### src/rtl/utf8dw_pkg.sv
// utf8dw_pkg: shared types, constants and the wide-character interval test
// for the utf-8 display width counter; depends on nothing
`timescale 1ns / 1ps
`default_nettype none

package utf8dw_pkg;

    // payload widths fixed by the stream format
    localparam int BYTE_W = 8;
    localparam int UNIT_W = 16;
    localparam int CELL_W = 16;
    localparam int WIDE_COUNT = 10;

    // cells added by one decoded code unit (0, 1 or 2)
    localparam int ADD_W = 2;
    localparam logic [ADD_W-1:0] ADD_NONE   = 2'd0;
    localparam logic [ADD_W-1:0] ADD_NARROW = 2'd1;
    localparam logic [ADD_W-1:0] ADD_WIDE   = 2'd2;

    // continuation bytes still awaited
    localparam logic [1:0] PEND_NONE = 2'd0;
    localparam logic [1:0] PEND_ONE  = 2'd1;
    localparam logic [1:0] PEND_TWO  = 2'd2;

    typedef struct packed {
        logic [UNIT_W-1:0] lo;
        logic [UNIT_W-1:0] hi;
    } span_t;

    typedef span_t [WIDE_COUNT-1:0] span_table_t;

    // wide intervals of the basic plane; higher planes never fit a 16-bit unit
    localparam span_table_t WIDE_TABLE = '{
        '{lo: 16'hFFE0, hi: 16'hFFE6},
        '{lo: 16'hFF00, hi: 16'hFF60},
        '{lo: 16'hFE30, hi: 16'hFE6F},
        '{lo: 16'hFE10, hi: 16'hFE19},
        '{lo: 16'hF900, hi: 16'hFAFF},
        '{lo: 16'hAC00, hi: 16'hD7A3},
        '{lo: 16'h3040, hi: 16'hA4CF},
        '{lo: 16'h2E80, hi: 16'h303E},
        '{lo: 16'h2329, hi: 16'h232A},
        '{lo: 16'h1100, hi: 16'h115F}
    };

    // decode state of the string in progress
    typedef struct packed {
        logic [1:0]        pending;
        logic [UNIT_W-1:0] partial;
        logic              stopped;
    } dec_state_t;

    // outcome of one byte
    typedef struct packed {
        dec_state_t       next;
        logic [ADD_W-1:0] add_cells;
    } dec_step_t;

    // true when the unit lies in any wide interval
    function automatic logic unit_is_wide(input logic [UNIT_W-1:0] u);
        logic hit;
        hit = 1'b0;
        for (int k = 0; k < WIDE_COUNT; k++)
        begin
            if (u >= WIDE_TABLE[k].lo && u <= WIDE_TABLE[k].hi)
            begin
                hit = 1'b1;
            end
        end
        return hit;
    endfunction

endpackage

`default_nettype wire

### src/rtl/utf8dw_ifs.sv
// utf8dw channel interfaces: byte request stream in, width result out
// depends on utf8dw_pkg for payload widths
`timescale 1ns / 1ps
`default_nettype none

interface utf8dw_byte_if;
    logic                           valid;
    logic                           ready;
    logic [utf8dw_pkg::BYTE_W-1:0]  text_byte;
    logic                           is_final;

    modport source (output valid, output text_byte, output is_final, input ready);
    modport sink   (input valid, input text_byte, input is_final, output ready);
endinterface

interface utf8dw_width_if;
    logic                           valid;
    logic                           ready;
    logic [utf8dw_pkg::CELL_W-1:0]  cell_width;

    modport source (output valid, output cell_width, input ready);
    modport sink   (input valid, input cell_width, output ready);
endinterface

`default_nettype wire

### src/rtl/utf8dw_decode.sv
// utf8dw_decode: one byte of utf-8 decode, giving next decode state and cells
// depends on utf8dw_pkg (state types, wide interval table)
`timescale 1ns / 1ps
`default_nettype none

module utf8dw_decode (
    input  wire utf8dw_pkg::dec_state_t          st,
    input  wire logic [utf8dw_pkg::BYTE_W-1:0]   text_byte,
    output utf8dw_pkg::dec_step_t                step
);

    logic [utf8dw_pkg::UNIT_W-1:0] cont;
    logic [utf8dw_pkg::UNIT_W-1:0] unit;
    logic                          done;

    // low six bits of a continuation byte, top bits not checked
    assign cont = {10'b0, text_byte[5:0]};

    always_comb
    begin
        step.next      = st;
        step.add_cells = utf8dw_pkg::ADD_NONE;
        unit           = '0;
        done           = 1'b0;

        if (!st.stopped)
        begin
            if (st.pending != utf8dw_pkg::PEND_NONE)
            begin
                // continuation byte
                case (st.pending)
                    utf8dw_pkg::PEND_TWO:
                    begin
                        step.next.partial = st.partial | (cont << 6);
                        step.next.pending = utf8dw_pkg::PEND_ONE;
                    end
                    default:
                    begin
                        unit              = st.partial | cont;
                        step.next.partial = unit;
                        step.next.pending = utf8dw_pkg::PEND_NONE;
                        done              = 1'b1;
                    end
                endcase
            end
            else
            begin
                // lead position
                case (text_byte) inside
                    [8'h00:8'h7F]:
                    begin
                        unit = {8'b0, text_byte};
                        done = 1'b1;
                    end
                    [8'hC0:8'hDF]:
                    begin
                        step.next.partial = {5'b0, text_byte[4:0], 6'b0};
                        step.next.pending = utf8dw_pkg::PEND_ONE;
                    end
                    [8'hE0:8'hEF]:
                    begin
                        step.next.partial = {text_byte[3:0], 12'b0};
                        step.next.pending = utf8dw_pkg::PEND_TWO;
                    end
                    default:
                    begin
                        // stray continuation or four-byte lead: skipped alone
                    end
                endcase
            end

            // a finished unit either stops counting or adds cells
            if (done)
            begin
                if (unit == '0)
                begin
                    step.next.stopped = 1'b1;
                end
                else if (utf8dw_pkg::unit_is_wide(unit))
                begin
                    step.add_cells = utf8dw_pkg::ADD_WIDE;
                end
                else
                begin
                    step.add_cells = utf8dw_pkg::ADD_NARROW;
                end
            end
        end
    end

endmodule

`default_nettype wire

### src/rtl/utf8_display_width_counter_unit.sv
// utf8_display_width_counter_unit: display width of a utf-8 string, byte per clock
// depends on utf8dw_pkg, utf8dw_ifs (channel interfaces) and utf8dw_decode
//
//   channel    dir   payload                      request carries
//   byte_in    in    text_byte[7:0], is_final     one byte of the string
//   width_out  out   cell_width[15:0]             width, once per final byte
//
// one byte accepted per clock while no final byte is stalled; a byte waits in the
// input register, then decode and the saturating add write the state and, on a final
// byte, the result register. result is valid the cycle after its final byte is worked.
// reset clears decode state, width sum and both valid flags.
// a stall on width_out only holds back a final byte; others keep flowing.
`timescale 1ns / 1ps
`default_nettype none

module utf8_display_width_counter_unit #(
    parameter int WIDTH_BITS = 16
) (
    input  wire logic           clk,
    input  wire logic           rst_n,
    utf8dw_byte_if.sink         byte_in,
    utf8dw_width_if.source      width_out
);

    localparam int SumExtW = (WIDTH_BITS > utf8dw_pkg::CELL_W) ? WIDTH_BITS
                                                               : utf8dw_pkg::CELL_W;

    logic                               in_valid_reg;
    logic [utf8dw_pkg::BYTE_W-1:0]      in_byte_reg;
    logic                               in_final_reg;
    utf8dw_pkg::dec_state_t             state_reg;
    logic [WIDTH_BITS-1:0]              sum_reg;
    logic                               out_valid_reg;
    logic [utf8dw_pkg::CELL_W-1:0]      out_width_reg;

    logic                               out_free;
    logic                               work_fire;
    utf8dw_pkg::dec_step_t              step;
    logic [WIDTH_BITS:0]                sum_grown;
    logic [WIDTH_BITS-1:0]              sum_next;
    logic [SumExtW-1:0]                 sum_ext;

    // handshake: a final byte waits for room in the result register
    assign out_free      = !out_valid_reg || width_out.ready;
    assign work_fire     = in_valid_reg && (!in_final_reg || out_free);
    assign byte_in.ready = !in_valid_reg || work_fire;

    // per-byte decode
    utf8dw_decode u_decode (
        .st        (state_reg),
        .text_byte (in_byte_reg),
        .step      (step)
    );

    // saturating width sum
    assign sum_grown = {1'b0, sum_reg} + (WIDTH_BITS + 1)'(step.add_cells);
    assign sum_next  = sum_grown[WIDTH_BITS] ? {WIDTH_BITS{1'b1}}
                                             : sum_grown[WIDTH_BITS-1:0];
    assign sum_ext   = SumExtW'(sum_next);

    // input register
    always_ff @(posedge clk or negedge rst_n)
    begin
        if (!rst_n)
        begin
            in_valid_reg <= 1'b0;
        end
        else if (byte_in.ready)
        begin
            in_valid_reg <= byte_in.valid;
        end
    end

    always_ff @(posedge clk)
    begin
        if (byte_in.valid && byte_in.ready)
        begin
            in_byte_reg  <= byte_in.text_byte;
            in_final_reg <= byte_in.is_final;
        end
    end

    // string state, cleared after each final byte
    always_ff @(posedge clk or negedge rst_n)
    begin
        if (!rst_n)
        begin
            state_reg <= '0;
            sum_reg   <= '0;
        end
        else if (work_fire)
        begin
            if (in_final_reg)
            begin
                state_reg <= '0;
                sum_reg   <= '0;
            end
            else
            begin
                state_reg <= step.next;
                sum_reg   <= sum_next;
            end
        end
    end

    // result register
    always_ff @(posedge clk or negedge rst_n)
    begin
        if (!rst_n)
        begin
            out_valid_reg <= 1'b0;
        end
        else if (work_fire && in_final_reg)
        begin
            out_valid_reg <= 1'b1;
        end
        else if (width_out.ready)
        begin
            out_valid_reg <= 1'b0;
        end
    end

    always_ff @(posedge clk)
    begin
        if (work_fire && in_final_reg)
        begin
            out_width_reg <= sum_ext[utf8dw_pkg::CELL_W-1:0];
        end
    end

    assign width_out.valid      = out_valid_reg;
    assign width_out.cell_width = out_width_reg;

    // a final byte that is worked always leaves a result pending
    a_final_gives_result: assert property (@(posedge clk) disable iff (!rst_n)
        work_fire && in_final_reg |=> out_valid_reg)
        else $error("final byte did not load the result register");

    // string state is clear after a final byte
    a_final_clears: assert property (@(posedge clk) disable iff (!rst_n)
        work_fire && in_final_reg |=> (state_reg == '0) && (sum_reg == '0))
        else $error("string state not cleared after final byte");

    // never three continuation bytes awaited
    a_pending_range: assert property (@(posedge clk) disable iff (!rst_n)
        state_reg.pending != 2'd3)
        else $error("continuation count out of range");

    // input only stalls behind a final byte blocked by the result side
    a_stall_cause: assert property (@(posedge clk) disable iff (!rst_n)
        !byte_in.ready |-> in_valid_reg && in_final_reg && out_valid_reg)
        else $error("input stalled without a blocked final byte");

endmodule

`default_nettype wire

### src/flat_wrapper.sv
// flat-port wrapper written by rule: the top's interface ports become plain ports
module utf8_display_width_counter_unit_flat 
#(
    parameter int WIDTH_BITS = 16
)
  (clk, rst_n, byte_in_valid, byte_in_text_byte, byte_in_is_final, byte_in_ready, width_out_valid, width_out_cell_width, width_out_ready);
  utf8dw_byte_if byte_in_i ();
  utf8dw_width_if width_out_i ();
  input  wire logic clk;
  input  wire logic rst_n;
  input wire logic [$bits(byte_in_i.valid)-1:0] byte_in_valid;
  input wire logic [$bits(byte_in_i.text_byte)-1:0] byte_in_text_byte;
  input wire logic [$bits(byte_in_i.is_final)-1:0] byte_in_is_final;
  output wire logic [$bits(byte_in_i.ready)-1:0] byte_in_ready;
  output wire logic [$bits(width_out_i.valid)-1:0] width_out_valid;
  output wire logic [$bits(width_out_i.cell_width)-1:0] width_out_cell_width;
  input wire logic [$bits(width_out_i.ready)-1:0] width_out_ready;
  assign byte_in_i.valid = byte_in_valid;
  assign byte_in_i.text_byte = byte_in_text_byte;
  assign byte_in_i.is_final = byte_in_is_final;
  assign byte_in_ready = byte_in_i.ready;
  assign width_out_valid = width_out_i.valid;
  assign width_out_cell_width = width_out_i.cell_width;
  assign width_out_i.ready = width_out_ready;
  utf8_display_width_counter_unit #(.WIDTH_BITS(WIDTH_BITS)) u_core (.clk(clk), .rst_n(rst_n), .byte_in(byte_in_i), .width_out(width_out_i));
endmodule
### config.mk
export PLATFORM = sky130hd
export DESIGN_NAME = utf8_display_width_counter_unit_flat
export DESIGN_NICKNAME = d
export VERILOG_FILES = /design/src/rtl/utf8dw_pkg.sv /design/src/rtl/utf8dw_ifs.sv /design/src/rtl/utf8dw_decode.sv /design/src/rtl/utf8_display_width_counter_unit.sv /design/src/flat_wrapper.sv
export SDC_FILE = /design/constraint.sdc
export NUM_CORES = 1
export LEC_CHECK = 0
export BUFFER_PORTS_ARGS = -buffer_cell sky130_fd_sc_hd__buf_2
export CAP_MARGIN = 10
export CORE_ASPECT_RATIO = 1.1
export CORE_UTILIZATION = 55
export DETAILED_ROUTE_END_ITERATION = 7
export PLACE_DENSITY = 0.75
export SYNTH_ARGS = -nofsm -noshare
export SYNTH_HDL_FRONTEND = slang
export SYNTH_SLANG_ARGS = --single-unit
### constraint.sdc
create_clock -name clk -period 7.6 [get_ports clk]
set_clock_uncertainty 0.1 [all_clocks]
set_input_delay 1.14 -clock clk [delete_from_list [all_inputs] [get_ports clk]]
set_output_delay 1.14 -clock clk [all_outputs]
set_load 0.03 [all_outputs]
-- After elaboration in Yosys (flattened, before gate mapping)
Index checks and enable logic that the tools add are counted.
- register bits after elaboration: 62
- latch bits: 0
- bits in writable memories: 0
- ROM bits: 0
- input port bits: 13
- output and inout bits: 18
- word-level logic and storage cells: 104
- memories kept: 0
- add/subtract/negate cells: 1
- multiply operators: 0
- divide/modulo/power cells: 0
- order comparisons: 26
- equality and inequality tests: 3
- shift operators: 0
- muxes and demuxes: 36
- bitwise operators: 2
- reduce and logical (&&, ||, !) cells: 27
- operators with widths (cell ; number):
    $le A16 B16 Y1 const B ; 7
    $ge A16 B16 Y1 const B ; 6
    $mux W16 ; 5
    $mux W18 ; 4
    $ge A16 B14 Y1 const B ; 3
    $le A16 B14 Y1 const B ; 2
    $mux W21 ; 1
    $mux W1 ; 20
    $mux W19 ; 1
    $add A16 B2 Y17 ; 1
    $mux W17 ; 1
    $ge A16 B13 Y1 const B ; 1
    $ge A8 B8 Y1 const B ; 2
    $le A16 B13 Y1 const B ; 1
    $le A8 B8 Y1 const B ; 2
    $logic_and A1 B1 Y1 ; 16
    $logic_not A16 Y1 ; 1
    $or A16 B12 Y16 ; 1
    $or A16 B6 Y16 ; 1
    $ge A8 B1 Y1 const B ; 1
    $le A8 B7 Y1 const B ; 1
    $mux W8 ; 1
    $mux W2 ; 2
    $reduce_and A4 Y1 ; 1
    other kinds (8) ; 13

-- Longest topological paths before layout
Gate-level depths: netlist (run 1).
- depth after elaboration: 27
- gate-level depth with buffers: 20
- depth with buffers taken out: 15

-- Modules after synthesis
From an unflattened synthesis (run 1), not the netlist that was laid out.
- cells, all modules: 444
- area, all modules: 3872.5 um^2
- by module, submodules not included (module ; instances ; cells each ; area each (um^2) ; sequential area each (um^2)):
    utf8_display_width_counter_unit ; 1 ; 269 ; 2871.5 ; 1676.6
    utf8dw_decode ; 1 ; 175 ; 1001.0 ; 0.0

-- Worst setup path after synthesis (run 1)
Ideal clock, no wire load.
- path type: register to register
- start point: register u_core.state_reg[18] in the netlist's numbering
- end point: register u_core.out_width_reg (netlist bit u_core.width_out.cell_width[5]) (data pin)
- setup time: 0.152 ns
- arrival: 4.037 ns
- data required time: 7.348 ns
- slack: 3.311 ns
- cell stages (with the launch flop): 19
- path buffers: 4
- period minus slack after synthesis: 4.289 ns
- cell sequence: dfrtp_1 -> or4b_4 -> buf_6 -> a211oi_4 -> o211ai_2 -> a311oi_2 -> o2111ai_1 -> nor3_1 -> ha_1 -> inv_1 -> fa_1 -> and4b_1 -> nor4b_2 -> nand3_1 -> or2_1 -> buf_2 -> buf_2 -> buf_2 -> o21ai_0
- word-level cells in the longest chain between the ends: 25
- elaborated cells between the ends (all ways): 58
- classes of those cells: add/sub: 1; order compare: 20; eq/ne: 1; mux: 24; reduce/logical: 12
- RTL lines (what ; line ; source):
    start, declared ; utf8_display_width_counter_unit.sv:31 ; utf8dw_pkg::dec_state_t state_reg;
    start signal, assigned ; utf8_display_width_counter_unit.sv:100 ; state_reg <= step.next;
    $eq A2 B2 Y1 ; utf8dw_decode.sv:31 ; case (st.pending)
    $mux W16 ; utf8dw_decode.sv:31 ;
    $mux W16 ; utf8dw_decode.sv:28 ; if (st.pending != utf8dw_pkg::PEND_NONE)
    $mux W16 ; utf8dw_decode.sv:26 ; if (!st.stopped)
    $ge A16 B13 Y1 or $le A16 B13 Y1 (tied branches) ; utf8dw_pkg.sv:65 ; if (u >= WIDE_TABLE[k].lo && u <= WIDE_TABLE[k].hi)
    $logic_and A1 B1 Y1 ; utf8dw_pkg.sv:65 ;
    $mux W1 (10 in series) ; utf8dw_pkg.sv:65 ;
    $mux W1 ; utf8dw_decode.sv:75 ; if (unit == '0)
    $mux W1 ; utf8dw_decode.sv:73 ; if (done)
    $mux W1 ; utf8dw_decode.sv:26 ;
    $mux W2 ; utf8dw_decode.sv:79 ; else if (utf8dw_pkg::unit_is_wide(unit))
    $mux W2 ; utf8dw_decode.sv:75 ;
    $mux W3 * ; utf8dw_decode.sv:73 ;
    $mux W21 * ; utf8dw_decode.sv:26 ;
    $add A16 B2 Y17 * ; utf8_display_width_counter_unit.sv:56 ; assign sum_grown = {1'b0, sum_reg} + (WIDTH_BITS + 1)'(step.add_cells);
    $mux W16 * ; utf8_display_width_counter_unit.sv:57 ; assign sum_next = sum_grown[WIDTH_BITS] ? {WIDTH_BITS{1'b1}}
    net u_core.sum_ext[5] ; utf8_display_width_counter_unit.sv:41 ; logic [SumExtW-1:0] sum_ext;
    end signal, assigned ; utf8_display_width_counter_unit.sv:127 ; out_width_reg <= sum_ext[utf8dw_pkg::CELL_W-1:0];
    end, declared ; utf8_display_width_counter_unit.sv:34 ; logic [utf8dw_pkg::CELL_W-1:0] out_width_reg;
The timed path passes the listed nets; every way through them passes the cells marked *. The select of a mux whose other input is x is not followed.
A chain may end at the register's enable or synchronous reset.

-- Worst setup path in the final report (run 1)
- start point: register u_core.state_reg[17] in the netlist's numbering
- end point: register u_core.sum_reg[11]
- word-level cells in the longest chain between the ends: 26
- elaborated cells between the ends (all ways): 59
- classes of those cells: add/sub: 1; order compare: 20; eq/ne: 1; mux: 25; reduce/logical: 12
- RTL lines (what ; line ; source):
    $eq A2 B2 Y1 ; utf8dw_decode.sv:31 ;
    $mux W16 ; utf8dw_decode.sv:31 ;
    $mux W16 ; utf8dw_decode.sv:28 ;
    $mux W16 ; utf8dw_decode.sv:26 ;
    $ge A16 B13 Y1 or $le A16 B13 Y1 (tied branches) ; utf8dw_pkg.sv:65 ;
    $logic_and A1 B1 Y1 ; utf8dw_pkg.sv:65 ;
    $mux W1 (10 in series) ; utf8dw_pkg.sv:65 ;
    $mux W1 ; utf8dw_decode.sv:75 ;
    $mux W1 ; utf8dw_decode.sv:73 ;
    $mux W1 ; utf8dw_decode.sv:26 ;
    $mux W2 ; utf8dw_decode.sv:79 ;
    $mux W2 ; utf8dw_decode.sv:75 ;
    $mux W3 * ; utf8dw_decode.sv:73 ;
    $mux W21 * ; utf8dw_decode.sv:26 ;
    $add A16 B2 Y17 * ; utf8_display_width_counter_unit.sv:56 ;
    $mux W16 * ; utf8_display_width_counter_unit.sv:57 ;
    $mux W16 * ; utf8_display_width_counter_unit.sv:93 ; if (in_final_reg)
    end signal, assigned ; utf8_display_width_counter_unit.sv:101 ; sum_reg <= sum_next;
    end, declared ; utf8_display_width_counter_unit.sv:32 ; logic [WIDTH_BITS-1:0] sum_reg;
Mark *: on every way between the ends. The rest lies on a longest branch, timed or not. The select of a mux whose other input is x is not followed.

==> run summary, run 1 <==
DRT Wirelength = 7.81 mm
Cell Area, Synth = 3480 sq um
critical path class = register to register
met3 WL = 510 um
cts hold-fix bufs = 0
wire length on met1 = 3.66 mm
CP max FO = 30
syn_nets = 381
max reg flops = 19
Util after Layout = 61.4%
ys async rst share = 59.7%
wire per inst = 16.7 um
syn_area_per_cell = 9.53 sq um
worst r2r dst = u_core.sum_reg[11]
register bit total from synthesis = 62
Final TNS setup = 0 ns
Final Cell Area = 3780 sq um
I/O Pins = 31
layout cells sized above 1 = 14.5%
top post-synthesis cells by area = dfrtp_1 (27%), edfxtp_1 (22%), nand2_1 (4.4%)
Net count, final = 398
post-placement cell count = 451
CP Launch Type = register
leakage = 1.57 nW
Place WS = 2.44 ns
H-tree Lvls = 3
RSZ-0062 raised after global routing = no
worst min-delay path category = register to register
cts repair resizes = 0
Seq/Total Area, Yosys = 48.2%
area share of the leading cell type in the synthesized netlist = 26.6%
DP Wirelength = 5.46 mm
FF-to-FF Start = u_core.state_reg[17]
fill count = 547
CTS tree = built
Initial DRT Pass Iterations = 4
Final ANT Viol Nets = 0
hold endpoint = u_core.state_reg[6]
Netlist cell types = 65
drt initial violations = 319
Gate Count Post-Synth = 365
outcome = finished clean
vias = 2907
gr ovfl total = 0
placer congestion estimate = 0.958
YS warnings = 0
Vias/cell = 6.22
Synth Flop Type = dfrtp_1
post-synth top area cell = dfrtp_1
number of remaining DRC errors = 0
Highest Signal Layer = met4
Final WS setup = 2.33 ns
CTS max path bufs = 2
post-CTS setup buffers = 0
Post-synth top cells = nand2_1 (41), dfrtp_1 (37), a21oi_1 (29), nor2_1 (29), edfxtp_1 (25)
hold depth = 2
clk sinks = 62
TritonCTS Buffers = 9
total power = 1.09 mW
worst ir drop on vdd = 0.000184 V
latest clock arrival within the worst-skew pair = 0.34 ns
Port Buf Inserts = 30
first-pass GRT wire length = 13.2 mm
critical path capture point type = register
worst-case reg-to-reg path depth = 15
Worst-Margin Slew = 0.900 ns
Rows = 30
Placeable Area = 6160 sq um
WHS = 0.416 ns
Worst Hold Launch = u_core.state_reg[6]
most common cell in the synthesized netlist = nand2_1
Post-synth EDFFs = 25
largest net degree at the start of global routing = 38
Routed met2 length = 3.55 mm
Root Driver = clkbuf_8
WP data required = 7.77 ns
initial antenna violation count = 0
initial core utilization = 56.5%
max-slew violations = 0
flop-to-flop setup slack = 2.33 ns
area grow syn2layout = 8.67%
CP arrival = 5.43 ns
Die Y = 85.4 um
full die area = 6650 sq um
fin crit share = 69.3%
GRT Total Usage = 25.9%
ant diodes = 0
Slew headroom = 39.4%
Max-Cap Viols = 0
FMAX = 190 MHz
die width = 77.8 um
number of global-route vias before repair = 2635
Hold Vio Cnt, Final = 0
final setup vio count = 0
dpl cell area = 3620 sq um
Reg clk slew, reported paths = 0.07 ns
non-filler cells, final = 467
PwrDens = 287 nW/um^2
Tmin final = 5.27 ns
## logic make-up after synthesis
logic type | share of synthesized area (%)
flops | 48.2
fa+ha+maj | 1.29
mux | 0.575
xor+xnor | 2.01
compound gates | 21.0
simple gates | 22.6
buf+inv | 4.28
## metal layers
metal / global-route usage [%] / vias to the layer above
met4: 8.23 / 0
li1: - / 1404
met5: 0 / -
met3: 7.20 / 8
met1: 38.3 / 1390
met2: 36.8 / 105
## layout by cell type (no fill, tap or decap), types with 11 or more instances in the layout
master	synthesis	layout
nand2_1	41	41
dfrtp_1	37	37
buf_2	8	30
nor2_1	29	29
a21oi_1	29	29
edfxtp_1	25	25
o21ai_0	17	17
nand3_1	13	13
nor3_1	11	11
## worst max path at each step
stage | start | endpoint
CTS | u_core.state_reg[17] | u_core.sum_reg[11]
finish | u_core.state_reg[17] | u_core.sum_reg[11]
global route | u_core.state_reg[17] | u_core.sum_reg[7]
global placement | u_core.state_reg[17] | u_core.sum_reg[11]
detailed placement | u_core.state_reg[17] | u_core.sum_reg[11]
floorplan | u_core.state_reg[18] | u_core.width_out.cell_width[5]
## cell type report
cell class,count,area (sq um),area share [%]
Sequential cell,62,1680,44.3
Timing Repair Buffer,31,158,4.17
Inverter,9,33.8,0.893
Clock inverter,5,27.5,0.728
Multi-Input combinational cell,269,1650,43.7
Tap cell,80,100,2.65
Clock buffer,11,131,3.47
## power by group
group | switching, mW | internal (mW) | leakage [nW]
logic | 0.192 | 0.129 | 0.737
clock network | 0.122 | 0.116 | 0.0845
registers | 0.112 | 0.414 | 0.747
## worst max-delay path, cell delays in order (launching register included)
cell and delay (ns):
dfrtp_1 0.70, or4b_4 0.73, a211oi_4 0.28, o211ai_2 0.13, a311oi_2 0.24, o2111ai_1 0.20, nor3_1 0.20, ha_1 0.21
inv_1 0.06, fa_1 0.41, and4b_1 0.38, nor4b_2 0.41, nand3_1 0.12, or2_1 0.54, a31o_2 0.38, a21oi_1 0.13
(Power assumes the default switching activity.)
==> inputs of run 2 (changes only) <==
Settings changed: ABC_AREA set to 1, PLACE_DENSITY 0.75 to 0.74.
Clock period 7.6 ns to 5.1 ns, I/O delays scaled along.
==> run summary, run 2 <==
outcome = finished clean (unchanged)
CP max FO = 11 (was 30)
max reg flops = 19 (unchanged)
dpl cell area = 3870 sq um (was 3620 sq um)
worst-case reg-to-reg path depth = 23 (was 15)
final setup vio count = 0 (unchanged)
Die Y = 87.4 um (was 85.4 um)
Synth Flop Type = dfrtp_1 (unchanged)
post-placement cell count = 573 (was 451)
vias = 3298 (was 2907)
CP Launch Type = register (unchanged)
die width = 79.6 um (was 77.8 um)
top post-synthesis cells by area = dfrtp_1 (25%), edfxtp_1 (21%), nand2_1 (11%) (was dfrtp_1 (27%), edfxtp_1 (22%), nand2_1 (4.4%))
non-filler cells, final = 589 (was 467)
Post-synth top cells = nand2_1 (107), inv_1 (70), nor2_1 (59) (was nand2_1 (41), dfrtp_1 (37), a21oi_1 (29), nor2_1 (29), edfxtp_1 (25))
initial core utilization = 58.2% (was 56.5%)
Net count, final = 520 (was 398)
critical path class = register to register (unchanged)
full die area = 6960 sq um (was 6650 sq um)
RSZ-0062 raised after global routing = no (unchanged)
largest net degree at the start of global routing = 38 (unchanged)
ys async rst share = 59.7% (unchanged)
worst min-delay path category = register to register (unchanged)
Final Cell Area = 4040 sq um (was 3780 sq um)
cts hold-fix bufs = 0 (unchanged)
I/O Pins = 31 (unchanged)
first-pass GRT wire length = 13.7 mm (was 13.2 mm)
CTS max path bufs = 2 (unchanged)
leakage = 1.99 nW (was 1.57 nW)
Root Driver = clkbuf_8 (unchanged)
YS warnings = 0 (unchanged)
crit-path max cell delay = 0.51 ns (was 0.73 ns)
most common cell in the synthesized netlist = nand2_1 (unchanged)
area grow syn2layout = 10.9% (was 8.67%)
placer congestion estimate = 0.947 (was 0.958)
syn_area_per_cell = 7.82 sq um (was 9.53 sq um)
Hold Vio Cnt, Final = 0 (unchanged)
WHS = 0.398 ns (was 0.416 ns)
most common cell after layout, fill and taps aside = nand2_1 (unchanged)
FMAX = 238 MHz (was 190 MHz)
clk sinks = 62 (unchanged)
most frequent CP cell = nand2_1
total power = 1.72 mW (was 1.09 mW)
ant diodes = 0 (unchanged)
max-slew violations = 0 (unchanged)
Final ANT Viol Nets = 0 (unchanged)
Gate Count Post-Synth = 466 (was 365)
DP Wirelength = 6.39 mm (was 5.46 mm)
worst ir drop on vdd = 0.000264 V (was 0.000184 V)
fin crit share = 82.5% (was 69.3%)
number of remaining DRC errors = 0 (unchanged)
CTS tree = built (unchanged)
post-synth top area cell = dfrtp_1 (unchanged)
post-CTS setup buffers = 0 (unchanged)
PwrDens = 425 nW/um^2 (was 287 nW/um^2)
Rows = 30 (unchanged)
GRT Total Usage = 26.3% (was 25.9%)
Netlist cell types = 34 (was 65)
CP arrival = 4.36 ns (was 5.43 ns)
Initial DRT Pass Iterations = 7 (was 4)
met1 Use GR = 36.0% (was 38.3%)
WP data required = 5.25 ns (was 7.77 ns)
Final WS setup = 0.890 ns (was 2.33 ns)
most frequent cells in the layout = nand2_1 (107), inv_1 (70), nor2_1 (59) (was nand2_1 (41), dfrtp_1 (37), buf_2 (30))
Max-Cap Viols = 0 (unchanged)
TritonCTS Buffers = 9 (unchanged)
register bit total from synthesis = 62 (unchanged)
DRT Wirelength = 8.44 mm (was 7.81 mm)
Placeable Area = 6270 sq um (was 6160 sq um)
syn_nets = 482 (was 381)
Post-synth EDFFs = 25 (unchanged)
Util after Layout = 64.5% (was 61.4%)
gr ovfl total = 0 (unchanged)
initial antenna violation count = 0 (unchanged)
Reg clk slew, reported paths = 0.07 ns (about the same)
Seq/Total Area, Yosys = 46.0% (was 48.2%)
Worst-Margin Slew = 0.857 ns (was 0.900 ns)
Place WS = 0.907 ns (was 2.44 ns)
GR Util met2 = 40.9% (was 36.8%)
Port Buf Inserts = 30 (unchanged)
area share of the leading cell type in the synthesized netlist = 25.4% (was 26.6%)
number of global-route vias before repair = 2945 (was 2635)
H-tree Lvls = 3 (unchanged)
Critical-path top delay cell = dfrtp_1 (was or4b_4)
cts repair resizes = 0 (unchanged)
hold depth = 1 (was 2)
critical path capture point type = register (unchanged)
wire per inst = 14.3 um (was 16.7 um)
latest clock arrival within the worst-skew pair = 0.33 ns (was 0.34 ns)
Slew headroom = 42.9% (was 39.4%)
Final TNS setup = 0 ns (unchanged)
worst-path cell chain = nor2_2 -> nand3_1 -> nand2_2 -> nor2_1 -> nand2_1 -> nand3_1 -> nand2_1 -> nand2_1 -> a21oi_1 -> nand3_2 -> nor2_1 -> ha_1 -> inv_1 -> fa_1 -> nor2_1 -> nand4_1 -> nor2_2 -> nand2_1 -> nor2_4 -> inv_1 -> nand3_1 -> nand2_1 -> o21ai_1 (was or4b_4 -> a211oi_4 -> o211ai_2 -> a311oi_2 -> o2111ai_1 -> nor3_1 -> ha_1 -> inv_1 -> fa_1 -> and4b_1 -> nor4b_2 -> nand3_1 -> or2_1 -> a31o_2 -> a21oi_1)
Cell Area, Synth = 3650 sq um (was 3480 sq um)
Tmin final = 4.21 ns (was 5.27 ns)
Vias/cell = 5.60 (was 6.22)
GR peak layer = met2 (was met1)
fill count = 538 (was 547)
drt initial violations = 288 (was 319)
met3 Track Usage GR = 5.45% (was 7.20%)
layout cells sized above 1 = 16.9% (was 14.5%)
run 2: area by class of cell:
class                   instances  area [sq um]  share of cell area [%]
clock inverters                 5          26.3                   0.650
repair buffers                 32           165                    4.09
well taps                      80           100                    2.48
inverters                      75           282                    6.96
clock buffers                  11           141                    3.50
multi-input cells             324          1650                    40.9
flip-flops and latches         62          1680                    41.5
run 2: path summary, 6_finish.rpt:
kind	slack, ns	startpoint	endpoint
setup / recovery	0.89	u_core.state_reg[17]	u_core.sum_reg[11]
hold / removal	0.40	u_core.state_reg[6]	u_core.state_reg[6]
setup reg to reg	0.89	u_core.state_reg[17]	u_core.sum_reg[11]
hold reg to reg	0.40	u_core.state_reg[6]	u_core.state_reg[6]
max in group asynchronous	3.91	rst_n	u_core.state_reg[17]
min in group asynchronous	0.44	rst_n	u_core.state_reg[18]
run 2: layer usage:
metal	up-vias	part of all wire, %
li1	1583	-
met1	1519	42
met2	174	47
met3	22	8.6
met4	0	2.4
met5	-	0
run 2: critical path, delay by kind of cell, from the launching register on:
| family | cells | cell delay, ns |
|---|---|---|
| adders and majority gates | 2 | 0.59 |
| buffers and inverters | 2 | 0.19 |
| AOI/OAI and AO/OA | 2 | 0.26 |
| and+or+nand+nor | 17 | 2.48 |
| DFF | 1 | 0.51 |
run 2: where the power goes:
group | total [mW] | internal (mW) | switching (mW) | leakage (nW)
clock network | 0.367 | 0.185 | 0.181 | 0.0882
registers | 0.704 | 0.624 | 0.0801 | 0.733
logic | 0.647 | 0.202 | 0.444 | 1.17
total | 1.72 | 1.01 | 0.706 | 1.99
run 2: logic make-up after synthesis:
| logic type | Yosys count | share of synthesized area (%) |
|---|---|---|
| and+or+nand+nor | 241 | 30.7 |
| buffers and inverters | 80 | 8.72 |
| AOI/OAI and AO/OA | 72 | 11.4 |
| DFF | 62 | 46.0 |
| xor gates and xnor gates | 8 | 1.92 |
| adders and majority gates | 3 | 1.24 |
